### src/sv/spq_pkg.sv
// spq_pkg: shared types and constants of the sorted priority queue.
// Transaction structs for the request and response channels.
// No dependencies.
`timescale 1ns / 1ps

package spq_pkg;

  localparam int unsigned CMD_BITS    = 2;
  localparam int unsigned PORT_HANDLE = 16;
  localparam int unsigned KEY_BITS    = 32;
  localparam int unsigned OCC_BITS    = 6;

  typedef enum logic [CMD_BITS-1:0] {
    CMD_ENQ  = 2'd0,
    CMD_DEQ  = 2'd1,
    CMD_PEEK = 2'd2,
    CMD_LIST = 2'd3
  } cmd_t;

  typedef struct packed {
    cmd_t                        cmd;
    logic [PORT_HANDLE-1:0]      entry_handle;
    logic signed [KEY_BITS-1:0]  entry_key;
  } req_t;

  typedef struct packed {
    logic                        ok;
    logic [PORT_HANDLE-1:0]      out_handle;
    logic signed [KEY_BITS-1:0]  out_key;
    logic [OCC_BITS-1:0]         occupancy;
    logic                        last_of_run;
  } rsp_t;

endpackage

### src/sv/spq_ram.sv
// spq_ram: generic simple dual-port RAM, one write and one registered read.
// Standalone, no package dependency.
`timescale 1ns / 1ps

module spq_ram #(
  parameter int unsigned WIDTH = 48,
  parameter int unsigned DEPTH = 32
) (
  input  logic                     clk,
  input  logic                     we,
  input  logic [$clog2(DEPTH)-1:0] waddr,
  input  logic [WIDTH-1:0]         wdata,
  input  logic                     re,
  input  logic [$clog2(DEPTH)-1:0] raddr,
  output logic [WIDTH-1:0]         rdata
);

  logic [WIDTH-1:0] mem [DEPTH];

  always_ff @(posedge clk) begin
    if (we) begin
      mem[waddr] <= wdata;
    end
    if (re) begin
      rdata <= mem[raddr];
    end
  end

endmodule

### src/sv/sorted_priority_queue_unit.sv
// sorted_priority_queue_unit: bounded priority queue kept as a sorted list in RAM.
// Depends on spq_pkg (transaction types) and spq_ram (entry storage).
//
// Usage:
//   Request channel (req_valid/req_ready/req) carries one command per transaction:
//   enqueue, dequeue, peek front or list. Response channel (rsp_valid/rsp_ready/rsp)
//   returns one transaction per command, or one per held entry for a list, the
//   final one flagged by last_of_run. Every response reports the occupancy.
//   cfg_we/cfg_wdata write sort_mode (0 descending key, 1 ascending key); write it
//   only while no command is in flight.
// Operation:
//   Enqueue: the search stops at the insert position and the shift moves only the
//   entries behind it, so the two together walk the list once.
//   Dequeue: the front entry is read, then every entry behind it is moved down.
//   Peek: the front entry is read. List: each entry is read, then presented.
//   Full or empty refusals go straight to the response.
//   All of this runs on the single RAM read port and the one key comparator,
//   used once per cycle under the sequencer. req_ready is high only when idle.
// Reset clears occupancy and sort_mode; RAM contents are left as they are.
// A stalled receiver holds the response register; the sequencer waits for it
// before loading the next response, so nothing is lost or repeated.
`timescale 1ns / 1ps

module sorted_priority_queue_unit #(
  parameter int unsigned QUEUE_DEPTH = 32,
  parameter int unsigned HANDLE_BITS = 16
) (
  input  logic          clk,
  input  logic          rst,
  input  logic          cfg_we,
  input  logic          cfg_wdata,
  input  logic          req_valid,
  output logic          req_ready,
  input  spq_pkg::req_t req,
  output logic          rsp_valid,
  input  logic          rsp_ready,
  output spq_pkg::rsp_t rsp
);

  localparam int unsigned AW = $clog2(QUEUE_DEPTH);
  localparam int unsigned CW = $clog2(QUEUE_DEPTH + 1);
  localparam int unsigned KB = spq_pkg::KEY_BITS;
  localparam int unsigned RW = HANDLE_BITS + KB;

  typedef enum logic [3:0] {
    S_IDLE,
    S_SRCH,   // front-to-back search for insert position
    S_ESH,    // shift tail entries up by one
    S_INS,    // write new entry
    S_FRD,    // read front entry
    S_FCAP,   // capture front entry
    S_DSH,    // shift entries down by one
    S_LRD,    // list: read entry
    S_LOUT,   // list: present entry
    S_EMIT    // present single response
  } state_t;

  state_t state;

  logic [CW-1:0]          count;
  logic                   mode;
  logic [CW-1:0]          scan;
  logic [CW-1:0]          pos;
  logic [CW-1:0]          sh;
  logic                   pend;      // RAM read data in flight / valid
  logic [AW-1:0]          wr_addr;

  spq_pkg::cmd_t          cur_cmd;
  logic [HANDLE_BITS-1:0] cur_handle;
  logic signed [KB-1:0]   cur_key;

  logic                   res_ok;
  logic [HANDLE_BITS-1:0] res_handle;
  logic signed [KB-1:0]   res_key;

  // RAM ports
  logic                   ram_we;
  logic [AW-1:0]          ram_waddr;
  logic [RW-1:0]          ram_wdata;
  logic                   ram_re;
  logic [AW-1:0]          ram_raddr;
  logic [RW-1:0]          ram_rdata;

  logic [HANDLE_BITS-1:0] rd_handle;
  logic signed [KB-1:0]   rd_key;
  logic signed [KB-1:0]   cmp_a;
  logic signed [KB-1:0]   cmp_b;
  logic                   beats;
  logic                   out_free;
  logic                   rsp_load;  // response register loads this cycle
  logic                   list_last;

  spq_ram #(
    .WIDTH (RW),
    .DEPTH (QUEUE_DEPTH)
  ) u_ram (
    .clk   (clk),
    .we    (ram_we),
    .waddr (ram_waddr),
    .wdata (ram_wdata),
    .re    (ram_re),
    .raddr (ram_raddr),
    .rdata (ram_rdata)
  );

  assign rd_handle = ram_rdata[RW-1:KB];
  assign rd_key    = ram_rdata[KB-1:0];

  // Shared comparator: new entry beats stored entry.
  // Mode 0: new key strictly greater. Mode 1: new key strictly smaller.
  assign cmp_a = mode ? cur_key : rd_key;
  assign cmp_b = mode ? rd_key  : cur_key;
  assign beats = cmp_a < cmp_b;

  assign req_ready = (state == S_IDLE);
  assign out_free  = !rsp_valid || rsp_ready;
  assign rsp_load  = out_free && (state inside {S_LOUT, S_EMIT});
  assign list_last = (scan == count - CW'(1));

  always_comb begin
    ram_we    = 1'b0;
    ram_waddr = '0;
    ram_wdata = '0;
    ram_re    = 1'b0;
    ram_raddr = '0;
    case (state)
      S_SRCH: begin
        ram_re    = 1'b1;
        ram_raddr = scan[AW-1:0];
      end
      S_ESH: begin
        ram_we    = pend;
        ram_waddr = wr_addr;
        ram_wdata = ram_rdata;
        if (sh > pos) begin
          ram_re    = 1'b1;
          ram_raddr = AW'(sh - CW'(1));
        end
      end
      S_INS: begin
        ram_we    = 1'b1;
        ram_waddr = pos[AW-1:0];
        ram_wdata = {cur_handle, cur_key};
      end
      S_FRD: begin
        ram_re = 1'b1;
      end
      S_DSH: begin
        ram_we    = pend;
        ram_waddr = wr_addr;
        ram_wdata = ram_rdata;
        if (sh < count) begin
          ram_re    = 1'b1;
          ram_raddr = sh[AW-1:0];
        end
      end
      S_LRD: begin
        ram_re    = 1'b1;
        ram_raddr = scan[AW-1:0];
      end
      default: begin
      end
    endcase
  end

  always_ff @(posedge clk) begin
    if (rst) begin
      state     <= S_IDLE;
      count     <= '0;
      mode      <= 1'b0;
      scan      <= '0;
      pos       <= '0;
      sh        <= '0;
      pend      <= 1'b0;
      rsp_valid <= 1'b0;
    end else begin
      if (cfg_we) begin
        mode <= cfg_wdata;
      end
      // a load in the same cycle keeps valid high
      if (rsp_valid && rsp_ready && !rsp_load) begin
        rsp_valid <= 1'b0;
      end

      case (state)
        S_IDLE: begin
          if (req_valid) begin
            cur_cmd    <= req.cmd;
            cur_handle <= HANDLE_BITS'(req.entry_handle);
            cur_key    <= req.entry_key;
            res_ok     <= 1'b1;
            res_handle <= '0;
            res_key    <= '0;
            scan       <= '0;
            pend       <= 1'b0;
            case (req.cmd)
              spq_pkg::CMD_ENQ: begin
                if (count == CW'(QUEUE_DEPTH)) begin
                  res_ok <= 1'b0;
                  state  <= S_EMIT;
                end else begin
                  state <= S_SRCH;
                end
              end
              spq_pkg::CMD_DEQ, spq_pkg::CMD_PEEK: begin
                if (count == '0) begin
                  res_ok <= 1'b0;
                  state  <= S_EMIT;
                end else begin
                  state <= S_FRD;
                end
              end
              default: begin  // list
                if (count == '0) begin
                  res_ok <= 1'b0;
                  state  <= S_EMIT;
                end else begin
                  state <= S_LRD;
                end
              end
            endcase
          end
        end

        // pend marks that ram_rdata holds entry scan-1
        S_SRCH: begin
          if (pend && beats) begin
            pos   <= scan - CW'(1);
            sh    <= count;
            pend  <= 1'b0;
            state <= S_ESH;
          end else if (scan == count) begin
            pos   <= count;
            sh    <= count;
            pend  <= 1'b0;
            state <= S_ESH;
          end else begin
            scan <= scan + CW'(1);
            pend <= 1'b1;
          end
        end

        // read sh-1, write it to sh in the next cycle
        S_ESH: begin
          if (sh > pos) begin
            wr_addr <= sh[AW-1:0];
            pend    <= 1'b1;
            sh      <= sh - CW'(1);
          end else begin
            pend <= 1'b0;
            if (!pend) begin
              state <= S_INS;
            end
          end
        end

        S_INS: begin
          count <= count + CW'(1);
          state <= S_EMIT;
        end

        S_FRD: begin
          state <= S_FCAP;
        end

        S_FCAP: begin
          res_handle <= rd_handle;
          res_key    <= rd_key;
          if (cur_cmd == spq_pkg::CMD_PEEK) begin
            state <= S_EMIT;
          end else begin
            sh    <= CW'(1);
            pend  <= 1'b0;
            state <= S_DSH;
          end
        end

        // read sh, write it to sh-1 in the next cycle
        S_DSH: begin
          if (sh < count) begin
            wr_addr <= AW'(sh - CW'(1));
            pend    <= 1'b1;
            sh      <= sh + CW'(1);
          end else begin
            pend <= 1'b0;
            if (!pend) begin
              count <= count - CW'(1);
              state <= S_EMIT;
            end
          end
        end

        S_LRD: begin
          state <= S_LOUT;
        end

        S_LOUT: begin
          if (out_free) begin
            rsp_valid       <= 1'b1;
            rsp.ok          <= 1'b1;
            rsp.out_handle  <= spq_pkg::PORT_HANDLE'(rd_handle);
            rsp.out_key     <= rd_key;
            rsp.occupancy   <= spq_pkg::OCC_BITS'(count);
            rsp.last_of_run <= list_last;
            if (list_last) begin
              state <= S_IDLE;
            end else begin
              scan  <= scan + CW'(1);
              state <= S_LRD;
            end
          end
        end

        S_EMIT: begin
          if (out_free) begin
            rsp_valid       <= 1'b1;
            rsp.ok          <= res_ok;
            rsp.out_handle  <= spq_pkg::PORT_HANDLE'(res_handle);
            rsp.out_key     <= res_key;
            rsp.occupancy   <= spq_pkg::OCC_BITS'(count);
            rsp.last_of_run <= 1'b1;
            state           <= S_IDLE;
          end
        end

        default: begin
          state <= S_IDLE;
        end
      endcase
    end
  end

endmodule

### config.mk
export PLATFORM = sky130hd
export DESIGN_NAME = sorted_priority_queue_unit
export DESIGN_NICKNAME = d
export VERILOG_FILES = /design/src/sv/spq_pkg.sv /design/src/sv/spq_ram.sv /design/src/sv/sorted_priority_queue_unit.sv
export SDC_FILE = /design/constraint.sdc
export NUM_CORES = 2
export LEC_CHECK = 0
export BUFFER_PORTS_ARGS = -buffer_cell sky130_fd_sc_hd__buf_2
export CORE_ASPECT_RATIO = 0.5
export CORE_MARGIN = 2
export CORE_UTILIZATION = 40
export DETAILED_ROUTE_END_ITERATION = 8
export PLACE_DENSITY = 0.62
export SKIP_CTS_REPAIR_TIMING = 1
export SYNTH_ARGS = -nofsm -noshare
export SYNTH_HDL_FRONTEND = slang
export SYNTH_SLANG_ARGS = --single-unit
### constraint.sdc
create_clock -name clk -period 7.65 [get_ports clk]
set_clock_uncertainty 0.05 [all_clocks]
set_input_delay 0 -clock clk [delete_from_list [all_inputs] [get_ports clk]]
set_output_delay 0 -clock clk [all_outputs]
set_load 0.01 [all_outputs]
==> metrics <==
Required @ worst endpoint 8.19 ns; outcome finished clean; HPWL after detailed placement 107,000 um; number of library cell types mapped by synthesis 93; Placed Area 75,200 um^2; syn nets 4,951; sequential-to-total area share from yosys stat 73.9%; Reg clk slew, reported paths 0.07 ns; row cnt 109; worst vdd ir 0.267 mV; Post-Synthesis Cells 4,864; Worst-Margin Slew 1.36 ns; Buffers on Ports 113; crit end category flop; # IOs 114; routed vias/inst 5.94; crit path kind reg -> reg; R2R Path End u_ram.rdata[44]; total clock buffers created by CTS 164; Hold Vio Cnt, Final 0; worst skew pair latency 0.80 ns; Non-Filler Instances 7,529; DIE AREA 183,000 um^2; gpl congestion 0.830; root buf cell clkbuf_16; Leak 25.8 nW; final core occ 46.0%; CP Launch Type flop; pins over their slew limit 0; Cells after DPL 7,122; fin crit share 69.3%; Die Span Y 303 um; setup TNS 0 ns; synthesized flop and latch total 1,775; Setup WS post-layout 2.35 ns; Longest Clk Path Bufs 3; clock sinks 1,775; crit path max fanout 45; PD cells 352 nW/um^2; Post-synth EDFFs 1,744; Via Count 44,700; Primary FF master, synth edfxtp_1; total global routing track utilization 22.0%; CP startpoint state[1]; Pwr Total 28.7 mW; RSZ-0062 raised after global routing false; post-synthesis async set-or-reset flop share 0%; post-route ant nets 0; first-pass detailed-route iteration total 6; DRC 0; GRT overflow 0; H-tree levels 4; initial core utilization 40.4%; Net count, final 5,098; initial drt markers 6,382; Final Setup Violations 0; Worst Hold Slack 0.275 ns; WL/cell 27.5 um; # Max-Cap Violations 0; r2r setup slk 2.35 ns; routed wire length 207,000 um; initial antenna violation count 1; fin crit period 5.30 ns; WP data arrival 5.84 ns; area of the core 177,000 um^2; largest net degree at the start of global routing 185; Synth warnings 0; slew margin rel. 9.13%; Worst Setup EP u_ram.rdata[44]; Place WS 2.46 ns; Fill cells 15,200; CTS tree done; cell depth of the worst flop-to-flop path 13; DIE WIDTH 603 um; HP Class in -> reg; Synth Cell Area 71,700 um^2; Max Fclk 189 MHz; Layout area overhead 13.7%; number of global-route vias before repair 41,800; Antenna diodes 0; reg2reg start state[1]; share of cells above drive strength 1 11.5%; cell area after layout 81,500 um^2; syn avg cell area 14.7 um^2; global-route wire length before repair 293,000 um
## cell type report
cell class / count / area (um^2) / area share, %
Clock buffer: 211 / 4420 / 5.42
Multi-Input combinational cell: 2704 / 17400 / 21.4
Timing Repair Buffer: 320 / 2730 / 3.35
Tap cell: 2386 / 2990 / 3.66
Inverter: 46 / 173 / 0.212
Sequential cell: 1775 / 53000 / 65.0
Clock inverter: 87 / 790 / 0.969
## report_power, final
part / switching, mW / internal, mW / leakage [nW]
logic: 5.54 / 2.31 / 7.01
clock network: 3.59 / 4.49 / 2.54
registers: 0.507 / 12.2 / 16.2
total: 9.64 / 19.0 / 25.8
## critical path, cell delays in order, from the launching register on
cell,delay (ns)
dfxtp_1,0.59
nor3b_4,0.25
buf_4,0.38
nand2_1,0.37
a211o_1,0.53
o41ai_1,0.12
nand2_1,0.18
o211a_4,0.25
buf_4,0.39
nor2_4,0.59
buf_4,0.70
a31o_1,0.25
nor4_1,0.05
a211oi_1,0.31
## worst min-delay path by stage
| stage | startpoint | end | slack, ns | depth (start not counted) |
|---|---|---|---|---|
| 5_1_grt | rst | count[4] | 0.31 | 4 |
| 3_5_place_dp | req[29] | cur_key[29] | 0.13 | 1 |
| 4_1_cts | req[29] | cur_key[29] | -0.73 | 1 |
| 6_report | rst | count[3] | 0.27 | 4 |
| 2_1_floorplan | req[48] | cur_cmd[0] | 0.05 | 0 |
| 3_3_place_gp | req[20] | cur_key[20] | 0.13 | 1 |
## synth_stat cells (5+ instances only)
master        n  area (um^2)
nand2_1     838         3150
and2_1       46          288
a221oi_1    228         2000
mux2i_1     250         2500
nand3_1     111          556
inv_1        46          173
ha_1         31          388
a211oi_1     40          300
buf_4        18          135
buf_1        14         52.6
edfxtp_1   1744        52400
a32oi_1      45          394
a31oi_1       6         37.5
o22ai_1      16          100
nor3_1       65          325
a311oi_1     47          412
o21ai_0      40          200
nor2b_1      18          113
buf_6         7         78.8
a31o_1       40          350
nand4_1       9         56.3
o211ai_1      5         37.5
a22o_1       38          333
a221oi_2     10          150
maj3_1        7         70.1
xor2_1        9         78.8
a32o_1       16          160
and3_1       53          332
buf_2        85          425
a21oi_1     381         1910
o32ai_1       5         43.8
mux2_2       58          653
o2bb2ai_1     6         52.6
a31o_2        5         43.8
xnor2_1      29          254
a21o_1       10         75.1
nand2b_1     24          150
or3_1         7         43.8
dfxtp_1      31          621
nor4_1       51          319
clkbuf_1    215          807
nor2_1       75          282
a211oi_2     11          138
## state kept, by name (all words and copies together), names as in the netlist, 16 cells and up
name	count
cur_key	32
cur_handle	16
res_key	32
res_handle	16
u_ram.mem	1536
u_ram.rdata	48
rsp	56
## cells in the final DEF (no fill, tap or decap), types with 47 or more instances in the layout
cell type	count
edfxtp_1	1744
nand2_1	837
a21oi_1	381
mux2i_1	250
a221oi_1	228
clkbuf_16	170
buf_2	113
nand3_1	111
dlygate4sd3_1	109
buf_4	71
nor3_1	62
mux2_2	58
and3_1	52
nor4_1	51
a311oi_1	47
## kinds of logic (layout without fill, tap and decap cells)
kind of cell	count (synthesis)	after routing	share of synthesized area, %
flops	1775	1775	73.9
simple gates	1320	1320	8.13
compound gates	1000	1000	10.1
buf+inv	385	664	2.33
mux	308	308	4.40
fa+ha+maj	38	38	0.639
xor+xnor	38	38	0.464
## routing by layer
metal | part of all wire [%] | up-vias | GRT usage, %
li1 | - | 19200 | -
met1 | 42 | 22800 | 31.6
met2 | 45 | 2423 | 34.2
met3 | 9.7 | 358 | 3.36
met4 | 3.2 | 0 | 7.59
met5 | 0 | - | 0
Note: power is estimated with default switching activity, not from simulation.
